===== src/rtl/tbc_pkg.sv =====
package tbc_pkg;

    localparam int COORD_WIDTH = 16;
    localparam int FRAC_BITS   = 16;
    localparam int QUO_BITS    = 33;
    localparam int WGT_WIDTH   = 32;
    localparam logic [WGT_WIDTH-1:0] WGT_MAX = 32'h7FFF_FFFF;
    localparam logic [WGT_WIDTH-1:0] WGT_MIN = 32'h8000_0000;
    localparam logic signed [WGT_WIDTH+1:0] ONE_Q16 = 34'sd65536;

    typedef struct packed {
        logic                 sat;
        logic [WGT_WIDTH-1:0] value;
    } wgt_t;

    // turn an unsigned quotient, its sign and overflow flag into a clamped weight
    function automatic wgt_t sat_weight(input logic [QUO_BITS-1:0] q, input logic neg,
                                        input logic ovf);
        wgt_t w;
        w.sat   = 1'b0;
        w.value = q[WGT_WIDTH-1:0];
        if (ovf) begin
            w.sat   = 1'b1;
            w.value = neg ? WGT_MIN : WGT_MAX;
        end else if (neg) begin
            if (q > {1'b0, WGT_MIN}) begin
                w.sat   = 1'b1;
                w.value = WGT_MIN;
            end else begin
                w.value = ~q[WGT_WIDTH-1:0] + 1'b1;
            end
        end else if (q > {1'b0, WGT_MAX}) begin
            w.sat   = 1'b1;
            w.value = WGT_MAX;
        end
        return w;
    endfunction

endpackage


===== src/rtl/tbc_back.sv =====
module tbc_back (
    input  logic                                aclk,
    input  logic                                en,
    input  logic [tbc_pkg::QUO_BITS-1:0]        qa,
    input  logic                                qa_neg,
    input  logic                                qa_ovf,
    input  logic [tbc_pkg::QUO_BITS-1:0]        qb,
    input  logic                                qb_neg,
    input  logic                                qb_ovf,
    input  logic                                degen,
    output logic [3*tbc_pkg::WGT_WIDTH-1:0]     weights,
    output logic [1:0]                          flags
);
    localparam int WW = tbc_pkg::WGT_WIDTH;

    tbc_pkg::wgt_t wa_reg, wb_reg;
    logic          degen_reg;

    always_ff @(posedge aclk) begin
        if (en) begin
            wa_reg    <= tbc_pkg::sat_weight(qa, qa_neg, qa_ovf);
            wb_reg    <= tbc_pkg::sat_weight(qb, qb_neg, qb_ovf);
            degen_reg <= degen;
        end
    end

    logic signed [WW+1:0] g;
    logic [WW-1:0]        wc;
    logic                 gsat;
    always_comb begin
        g    = tbc_pkg::ONE_Q16 - (WW+2)'(signed'(wa_reg.value))
                                - (WW+2)'(signed'(wb_reg.value));
        gsat = 1'b0;
        wc   = g[WW-1:0];
        if (g > (WW+2)'(signed'(tbc_pkg::WGT_MAX))) begin
            gsat = 1'b1;
            wc   = tbc_pkg::WGT_MAX;
        end else if (g < (WW+2)'(signed'(tbc_pkg::WGT_MIN))) begin
            gsat = 1'b1;
            wc   = tbc_pkg::WGT_MIN;
        end
    end

    always_ff @(posedge aclk) begin
        if (en) begin
            if (degen_reg) begin
                weights <= '0;
                flags   <= 2'b01;
            end else begin
                weights <= {wc, wb_reg.value, wa_reg.value};
                flags   <= {wa_reg.sat | wb_reg.sat | gsat, 1'b0};
            end
        end
    end

endmodule


===== config.mk =====
export PLATFORM = sky130hd
export DESIGN_NAME = tbc_back
export DESIGN_NICKNAME = d
export VERILOG_FILES = /design/src/rtl/tbc_pkg.sv /design/src/rtl/tbc_back.sv
export SDC_FILE = /design/constraint.sdc
export NUM_CORES = 1
export LEC_CHECK = 0
export ABC_AREA = 1
export BUFFER_PORTS_ARGS = -buffer_cell sky130_fd_sc_hd__clkbuf_2
export CAP_MARGIN = 20
export CORE_ASPECT_RATIO = 0.8
export CORE_UTILIZATION = 50
export CTS_BUF_LIST = sky130_fd_sc_hd__clkbuf_4
export DETAILED_ROUTE_END_ITERATION = 6
export GPL_ROUTABILITY_DRIVEN = 0
export GPL_TIMING_DRIVEN = 0
export PLACE_DENSITY = 0.74
export SLEW_MARGIN = 20
export SYNTH_ARGS = -nofsm -noshare
export SYNTH_HDL_FRONTEND = slang
export SYNTH_SLANG_ARGS = --single-unit

===== constraint.sdc =====
create_clock -name aclk -period 2.5 [get_ports aclk]
set_input_delay 0.375 -clock aclk [delete_from_list [all_inputs] [get_ports aclk]]
set_output_delay 0.375 -clock aclk [all_outputs]
set_load 0.05 [all_outputs]

==> results.cfg, run 1 <==
[power]
p_leak_nw = 6.514
ir_drop_uv = 270.7
p_per_area_nw_per_um2 = 640.0

[synth]
synth_warnings = 0
synth.top_cell.area_share = 0.4321
synth_area_leader_cell = edfxtp_1
synth_compound_area_frac = 0.04496
synth_top_family_by_area = simple AND/OR/NAND/NOR gates
synth_seq_cells = 165
seq_area_frac_synth = 0.4321
synthAdderAreaFrac = 0.07595
synthCells = 1466
syn_nets = 1608
synth_edf_count = 165
synthTopCellsByArea = edfxtp_1, nand2_1, ha_1, inv_1, nand3_1
netlist_area_um2 = 11470
synthFlopType = edfxtp_1
synth.distinct_cells = 46
synth-simple-area-share = 0.3038
synthXorXnorAreaFrac = 0.05194
synthArstFlopShare = 0
syn_avg_cell_area_um2 = 7.821
muxShareOfSynthArea = 0

[placement]
port_buffers = 167
placed_area_um2 = 12740
pre_cts_slack_ns = -0.5084
dp_hpwl_mm = 24.49
dp_cells = 1940

[hold_path]
min_path_type = in -> reg

[cts]
clock_path_buffers = 2
clkTransAtPathRegs_ns = 0.16
cts_tree = built
cts_sinks = 165
cts_root_buf = clkbuf_4
cts_made_buffers = 17
clk_latency_ns = 0.58
cts_max_level = 4

[final_layout]
syn_to_final_growth_pct = 18.61
fin_nets = 1817
drive_gt1_frac = 0.2210
finalInstanceArea_um2 = 13600
layout.cells.non_filler = 1995
largest_reg_flops = 96

[die]
die_h_um = 137.4
die_w_um = 171.3
start_util = 0.5096
core-area_um2 = 22500
io-pin-count = 171
die-area_um2 = 23550
fp-row-count = 49

[critical_path]
crit_arrival_ns = 3.20
endpoint_kind = register
crit_required_ns = 2.84
cp.buffers_inverters = 5
cp_cell_sequence = ha_1 -> inv_1 -> ha_2 -> inv_2 -> fa_2 -> inv_2 -> nand3_2 -> nand2_2 -> nand2_2 -> nand2_2 -> nand2_2 -> nand2_2 -> nand2_2 -> nand2_2 -> nand2_2 -> nand2_4 -> inv_4 -> nand2_4 -> buf_6 -> nand2_4 -> nand2_2 -> nand2_1
crit_slowest_cell = edfxtp_1
crit_top_cell = nand2_2
crit_fanout = 5
start_kind = register
r2r_slack_ns = -0.36
worstSetupPathType = reg -> reg
cpPeakStageDelay_ns = 0.51
crit_family = simple AND/OR/NAND/NOR gates

[sta]
holdWs_ns = 0.1669
min_period_ns = 2.862
finalWorstSetupSlack_ns = -0.3621
rsz0062_at_grt = yes
max_freq_ghz = 0.3494
setup_violations = 33
tns_ns = -9.094
slew_violations = 0
slew_headroom = 0.5690
min_period_over_period = 1.145
timing_hold_violations_final = 0
tightest_slew_ns = 0.6465
fin_skew_ns = 0.03355

[global_routing]
track_usage = 0.2666
antenna_found_initial = 2
grt_pass1_vias = 9215
grt_max_degree = 87
gr-total-overflow = 0
grt_pass1_wl_mm = 47.55

[detailed_routing]
routed_wl_mm = 31.06
antenna_left = 0
drtIter0Drc = 1316
routedWlPerCell_um = 15.57
via_per_inst = 5.275
routed-via-count = 10523
drc = 0
detailedRoute.firstPassIterationCount = 6

[status]
violations = setup timing
status = finished with violations

[run]
cap_violations = 0
kinds of logic (layout without fill, tap and decap cells):
logic type	count (synthesis)	count (layout)
AO/OA/AOI/OAI	92	92
XOR/XNOR	68	68
adder cells (fa/ha/maj)	69	69
buffers and inverters	263	485
flip-flops	165	165
other	0	1
AND/OR/NAND/NOR	809	809
per-layer routing:
metal	up-vias	share of wire	GRT usage
met4	2	0.019	0.07589
met5	-	0.00026	0
met2	546	0.45	0.4210
li1	5179	-	-
met1	4745	0.44	0.3777
met3	51	0.091	0.04367
cell usage after synthesis (5+ instances only):
master,instances
xnor2_1,8
nand2_2,11
nor3_1,47
or2_2,5
o21ai_0,37
buf_2,8
xor2_1,60
inv_1,214
ha_1,68
nand3_1,131
a21oi_1,27
buf_1,6
clkbuf_1,17
nor2_1,167
nor2_2,9
nand4_1,19
nand2_1,400
edfxtp_1,165
inv_2,7
buf_6,5
o21ai_1,8
cell type report:
type | instances | area [µm²]
fillers | 2021 | 8901
multi-input cells | 1038 | 5872
flip-flops and latches | 165 | 4955
repair buffers | 190 | 1061
inverters | 224 | 843.3
well taps | 306 | 382.9
plain buffers | 39 | 219.0
clock inverters | 15 | 136.4
clock buffers | 17 | 127.6
diodes | 1 | 2.502
placed cells by master, fill, tap and decap left out, types with 17 or more instances in the layout:
master and count:
nor2_1 159, nor3_1 46, a21oi_1 21, ha_1 43, inv_1 204, clkbuf_2 166
nand4_1 19, clkbuf_4 18, o21ai_0 37, nand2_2 43, clkbuf_1 17, xor2_1 60
nand3_1 128, nand2_1 363, edfxtp_1 165
worst reg2reg max path: stages (launching register included):
cell,delay (ns)
edfxtp_1,0.51
ha_1,0.32
inv_1,0.06
ha_2,0.18
inv_2,0.04
fa_2,0.34
inv_2,0.07
nand3_2,0.06
nand2_2,0.08
nand2_2,0.05
nand2_2,0.08
nand2_2,0.06
nand2_2,0.08
nand2_2,0.07
nand2_2,0.07
nand2_2,0.06
nand2_4,0.11
inv_4,0.04
nand2_4,0.09
buf_6,0.14
nand2_4,0.05
nand2_2,0.07
nand2_1,0.05
final timing paths:
path | end | cells after the start | startpoint
setup reg to reg | flags[1]$_SDFFCE_PP0P_ | 22 | wb_reg[1]$_DFFE_PP_
hold reg to reg | flags[0]$_DFFE_PP_ | 0 | degen_reg$_DFFE_PP_
hold / removal | wb_reg[29]$_DFFE_PP_ | 3 | qb[29]
setup / recovery | flags[1]$_SDFFCE_PP0P_ | 22 | wb_reg[1]$_DFFE_PP_
metrics by stage:
step           utilization  total power (W)
2_1_floorplan            -         0.005875
6_report            0.6044         0.008704
3_5_place_dp        0.5663         0.006753
3_3_place_gp        0.5646         0.006700
5_1_grt             0.6044         0.009183
4_1_cts             0.5894         0.008428
repair_timing:
| action | 4_1_cts | 5_1_grt |
|---|---|---|
| gates resized for setup | 38 | 72 |
| setup endpoints to repair | 33 | 33 |
| hold buffers | 1 | 0 |
| gates cloned | 2 | 0 |
| setup buffers | 15 | 4 |
| pin swaps | 22 | 22 |
| hold endpoints to repair | 1 | 0 |
power by group:
part	leakage (nW)	switching (W)	internal, W
combinational	4.71	0.00251	0.00119
clock	0.138	0.00105	0.000437
sequential	1.67	0.0000913	0.00343
Power figures use the tool's default switching activity.
==> run 2: changes to the inputs <==
--- a/config.mk
+++ b/config.mk
@@ -15,6 +15,7 @@
 export GPL_ROUTABILITY_DRIVEN = 0
 export GPL_TIMING_DRIVEN = 0
 export PLACE_DENSITY = 0.74
+export REMOVE_ABC_BUFFERS = 1
 export SLEW_MARGIN = 20
 export SYNTH_ARGS = -nofsm -noshare
 export SYNTH_HDL_FRONTEND = slang
==> run 2 against run 1 <==
Net effect: the flow finishes with violations (DRC, setup timing); highest routed layer is now met4; via count is 0.28% lower; setup slack worse by 0.063 ns; critical path type unchanged; register-to-register slack worse by 0.06 ns; critical endpoint is now weights[83]$_SDFFCE_PP0P_; final cell count is 1.5% lower.
==> results.cfg, run 2 (synthesized netlist as in run 1, its figures left out) <==
[final_layout]
largest_reg_flops = 96
postLayoutCoreUtil = 0.6070
regArea_um2 = 4955
finalInstanceArea_um2 = 13660
fillers = 1980
most-common-layout-cells = nand2_1, inv_1, clkbuf_2
drive_gt1_frac = 0.2212
multi_input_area_um2 = 6010
final_common_cell = nand2_1
fin_nets = 1789
syn_to_final_growth_pct = 19.12

[sta]
min_period_ns = 2.925
setup_violations = 33
fin_skew_ns = 0.02697
timing_hold_violations_final = 0
max_freq_ghz = 0.3419
min_period_over_period = 1.170
slew_violations = 0
slew_headroom = 0.1930
finalWorstSetupSlack_ns = -0.4248
tightest_slew_ns = 1.209
rsz0062_at_grt = yes

[global_routing]
grt_pass1_wl_mm = 46.68
use_met3 = 0.04481
grt_most_used_layer = met2
grt_pass1_vias = 9264
track_usage = 0.2593
globalRouteMet2Util = 0.4076
grt_max_degree = 93
grt_use_met1 = 0.3628
gr-total-overflow = 0
antenna_found_initial = 1

[detailed_routing]
routedWlPerCell_um = 15.51
drtIter0Drc = 1172
routed-via-count = 10494
routed_wl_mm = 30.50
detailedRoute.firstPassIterationCount = 7
via_per_inst = 5.338
drc = 7
antenna_left = 0

[power]
p_per_area_nw_per_um2 = 666.8
ir_drop_uv = 315.1
p_total_w = 0.009107
p_leak_nw = 6.532

[cts]
cts_tree = built
clock_path_buffers = 2
cts_made_buffers = 17
cts_root_buf = clkbuf_4
clk_latency_ns = 0.57
cts_sinks = 165
cts_max_level = 4
clkTransAtPathRegs_ns = 0.15

[placement]
port_buffers = 170
dp_hpwl_mm = 22.61
placed_area_um2 = 12580

[critical_path]
start_kind = register
crit_required_ns = 2.93
endpoint_kind = register
crit_fanout = 7
crit_arrival_ns = 3.36
worstSetupPathType = reg -> reg
startpoint = wb_reg[1]$_DFFE_PP_
r2r-start = wb_reg[1]$_DFFE_PP_

[die]
die_w_um = 171.3
die_h_um = 137.4
die-area_um2 = 23550
fp-row-count = 49
io-pin-count = 171
core-area_um2 = 22500
start_util = 0.5096

[run]
cap_violations = 0

[hold_path]
min_path_type = in -> reg
hp-start = qb[29]

[status]
violations = DRC, setup timing
status = finished with violations
-- run 2: power by group --
group | internal [W] | switching (W)
clock | 0.000821 | 0.00102
combinational | 0.00116 | 0.00257
sequential | 0.00343 | 0.000102
total | 0.00541 | 0.00369
-- run 2: final cells by class --
class,count,area share
antenna,1,0.0001832
multi-input combinational,1043,0.4400
inverter,224,0.06184
clock inverter,14,0.01548
tap,306,0.02803
sequential,165,0.3628
clock buffer,17,0.009344
timing repair buffer,196,0.08236
-- run 2: stage by stage --
| stage | hold slack, ns | instances | worst slack (ns) | TNS (ns) |
|---|---|---|---|---|
| finish | 0.1957 | 1966 | -0.4248 | -10.91 |
| global route | 0.1651 | 1966 | -0.5516 | -16.19 |
| CTS | 0.1583 | 1957 | -0.4451 | -12.72 |
| detailed placement | 0.5425 | 1907 | -0.7879 | -32.25 |
| global placement | 0.5384 | 1903 | -1.603 | -256.20 |
| floorplan | 0.4739 | 1427 | -0.4182 | -12.94 |
-- run 2: path summary, 6_finish.rpt --
path                                             endpoint  slack [ns]  cells past startpoint
worst max-delay path            weights[83]$_SDFFCE_PP0P_       -0.42                     21
worst min-delay path                 wb_reg[29]$_DFFE_PP_        0.20                      3
worst max register to register  weights[83]$_SDFFCE_PP0P_       -0.42                     21
worst min register to register   weights[3]$_SDFFCE_PP0P_        0.57                      2
-- run 2: worst max-delay path, cell delays in order (launching register included) --
cell	delay (ns)
edfxtp_1	0.47
ha_1	0.31
inv_2	0.07
ha_4	0.13
inv_2	0.03
fa_2	0.34
inv_2	0.07
nand3_2	0.06
nand2_2	0.08
nand2_2	0.05
nand2_2	0.07
nand2_2	0.06
nand2_2	0.08
nand2_2	0.07
nand2_2	0.06
nand2_2	0.06
nand2_4	0.07
clkinvlp_4	0.15
buf_12	0.18
nand2_4	0.11
nand3_1	0.12
nand2_1	0.14
-- run 2: what timing repair did --
| item | in CTS | in global routing |
|---|---|---|
| pin swaps | 19 | 29 |
| hold buffers | 1 | 0 |
| endpoints found under the hold margin | 1 | 0 |
| setup endpoints to repair | 33 | 37 |
| gates resized for setup | 32 | 83 |
| setup buffers | 13 | 8 |
| cloned | 5 | 0 |
-- run 2: layer usage --
layer  part of all wire  vias up
met5                  0        -
met4              0.025        0
met1               0.44     4776
met2               0.44      533
li1                   -     5128
met3              0.088       57
==> run 3: changes to the inputs <==
--- a/config.mk
+++ b/config.mk
@@ -9,12 +9,11 @@
 export BUFFER_PORTS_ARGS = -buffer_cell sky130_fd_sc_hd__clkbuf_2
 export CAP_MARGIN = 20
 export CORE_ASPECT_RATIO = 0.8
-export CORE_UTILIZATION = 50
+export CORE_UTILIZATION = 42
 export CTS_BUF_LIST = sky130_fd_sc_hd__clkbuf_4
 export DETAILED_ROUTE_END_ITERATION = 6
 export GPL_ROUTABILITY_DRIVEN = 0
 export GPL_TIMING_DRIVEN = 0
-export PLACE_DENSITY = 0.74
 export REMOVE_ABC_BUFFERS = 1
 export SLEW_MARGIN = 20
 export SYNTH_ARGS = -nofsm -noshare
==> run 3 against run 2 <==
Net effect: the flow finishes with violations (setup timing); routed wire length up 8.6%; largest cell class unchanged; combinational power is essentially flat; critical path depth decreased by 3; critical path type unchanged; critical endpoint is now flags[1]$_SDFFCE_PP0P_.
==> results.cfg, run 3 (synthesized netlist as in run 1, its figures left out) <==
[status]
status = finished with violations
violations = setup timing

[cts]
clk_latency_ns = 0.61
cts_root_buf = clkbuf_4
cts_max_level = 4
cts_tree = built
clkTransAtPathRegs_ns = 0.16
clock_path_buffers = 2
cts_sinks = 165
cts_made_buffers = 17

[sta]
finalWorstSetupSlack_ns = -0.3406
slew_headroom = 0.5011
tightest_slew_ns = 0.7437
slew_violations = 0
max_freq_ghz = 0.3520
rsz0062_at_grt = yes
min_period_over_period = 1.136
tns_ns = -9.635
fin_skew_ns = 0.03470
holdWs_ns = 0.1556
setup_violations = 33
min_period_ns = 2.841
timing_hold_violations_final = 0

[detailed_routing]
via_per_inst = 5.080
routed-via-count = 10252
detailedRoute.firstPassIterationCount = 5
drtIter0Drc = 917
routed_wl_mm = 33.13
antenna_left = 0
drc = 0
routedWlPerCell_um = 16.42

[placement]
dp_hpwl_mm = 24.87
port_buffers = 170

[final_layout]
fillers = 2595
final_common_cell = nand2_1
largest_reg_flops = 96
multi_input_area_um2 = 6015
fin_nets = 1789
most-common-layout-cells = nand2_1, inv_1, clkbuf_2
syn_to_final_growth_pct = 19.58
drive_gt1_frac = 0.2181
regArea_um2 = 4955

[critical_path]
cp.buffers_inverters = 3
reg2reg_depth = 18
cp_cell_sequence = inv_1 -> ha_1 -> ha_4 -> nand2_1 -> inv_1 -> nand2_1 -> nor3_1 -> nand2_4 -> nand2_4 -> nand2_4 -> nand2_4 -> nand2_4 -> nand2_8 -> inv_8 -> nand2_8 -> nand2_4 -> nand2_2 -> nand2_1
worstSetupPathType = reg -> reg
crit_slowest_cell = edfxtp_1
endpoint_kind = register
r2r-start = wb_reg[11]$_DFFE_PP_
crit_top_cell = nand2_4
crit_family = simple AND/OR/NAND/NOR gates
r2r_slack_ns = -0.34
crit_fanout = 8
reg2reg_to = flags[1]$_SDFFCE_PP0P_
crit_required_ns = 2.85
crit_arrival_ns = 3.20
start_kind = register
cpPeakStageDelay_ns = 0.46

[die]
start_util = 0.4323
die_w_um = 186.7
fp-row-count = 53
die-area_um2 = 27970
core-area_um2 = 26530
io-pin-count = 171
die_h_um = 149.8

[global_routing]
grt_use_met1 = 0.3356
antenna_found_initial = 1
gr-total-overflow = 0
grt_pass1_vias = 9249
grt_pass1_wl_mm = 50.60
globalRouteMet2Util = 0.3769
grt_most_used_layer = met2
track_usage = 0.2369
grt_max_degree = 85
use_met3 = 0.03213

[hold_path]
holdPathEnd = wb_reg[1]$_DFFE_PP_
hp-start = qb[1]
min_path_cells = 3
min_path_type = in -> reg

[run]
cap_violations = 0

[power]
ir_drop_uv = 329.1
p_leak_nw = 6.547
p_per_area_nw_per_um2 = 655.5
## run 3: changes by cell type in the layout (fill, tap and decap cells not counted), moves of 5 or more
| cell | before | now |
|---|---|---|
| inv_2 | 11 | 17 |
| inv_1 | 209 | 202 |
| nand2_4 | 6 | 12 |
| nand3_1 | 121 | 126 |
| nand2_2 | 31 | 25 |
| nand3_2 | 11 | 6 |
## run 3: tightest hold or removal path, stage by stage
cell	delay (ns)
clkbuf_2	0.11
o21ai_0	0.09
nand3_1	0.09
## run 3: how the worst max path moves through the flow
stage                               startpoint                         to  slack, ns  depth (start not counted)
after CTS                  wb_reg[1]$_DFFE_PP_     flags[1]$_SDFFCE_PP0P_      -0.38                         21
after detailed placement   wa_reg[1]$_DFFE_PP_     flags[1]$_SDFFCE_PP0P_      -0.92                         21
after global routing      wb_reg[12]$_DFFE_PP_     flags[1]$_SDFFCE_PP0P_      -0.48                         18
after global placement     degen_reg$_DFFE_PP_  weights[76]$_SDFFCE_PP0P_      -1.70                          3
final                     wb_reg[11]$_DFFE_PP_     flags[1]$_SDFFCE_PP0P_      -0.34                         18
after floorplan            degen_reg$_DFFE_PP_     flags[1]$_SDFFCE_PP0P_      -0.42                          3
## run 3: area by class of cell
type / instances / share of cell area
antenna: 1 / 0.0001825
clock buffer: 17 / 0.009308
clock inverter: 15 / 0.01232
inverter: 224 / 0.06215
multi-input combinational: 1043 / 0.4387
sequential: 165 / 0.3614
tap: 357 / 0.03258
timing repair buffer: 196 / 0.08341
## run 3: per-stage QoR
stage          power, W  cells    util  instance area (µm²)  worst slack (ns)
2_1_floorplan  0.005776   1427       -                11260           -0.4182
3_3_place_gp   0.006678   1954  0.4734                12560            -1.705
3_5_place_dp   0.006696   1958  0.4765                12640           -0.9193
4_1_cts        0.008737   2012  0.5014                13300           -0.3775
5_1_grt        0.009480   2018  0.5169                13710           -0.4831
6_report       0.008987   2018  0.5169                13710           -0.3406
## run 3: layer usage
layer	vias up	wire length, µm
met2	390	14890
met3	57	1906
met1	4679	15430
met4	0	894
li1	5126	-
met5	-	0
## run 3: what timing repair did
item	CTS	global route
hold endpoints to repair	1	0
setup endpoints to repair	33	46
resized for setup	43	79
pin swaps	28	19
cloned	5	0
hold buffers	1	0
buffers inserted	16	4
## run 3: power by group
| part | switching (W) | internal, W | leakage, nW |
|---|---|---|---|
| Clock | 0.00110 | 0.000622 | 0.159 |
| Combinational | 0.00257 | 0.00117 | 4.72 |
| Sequential | 0.0000925 | 0.00343 | 1.67 |
| Total | 0.00376 | 0.00522 | 6.55 |
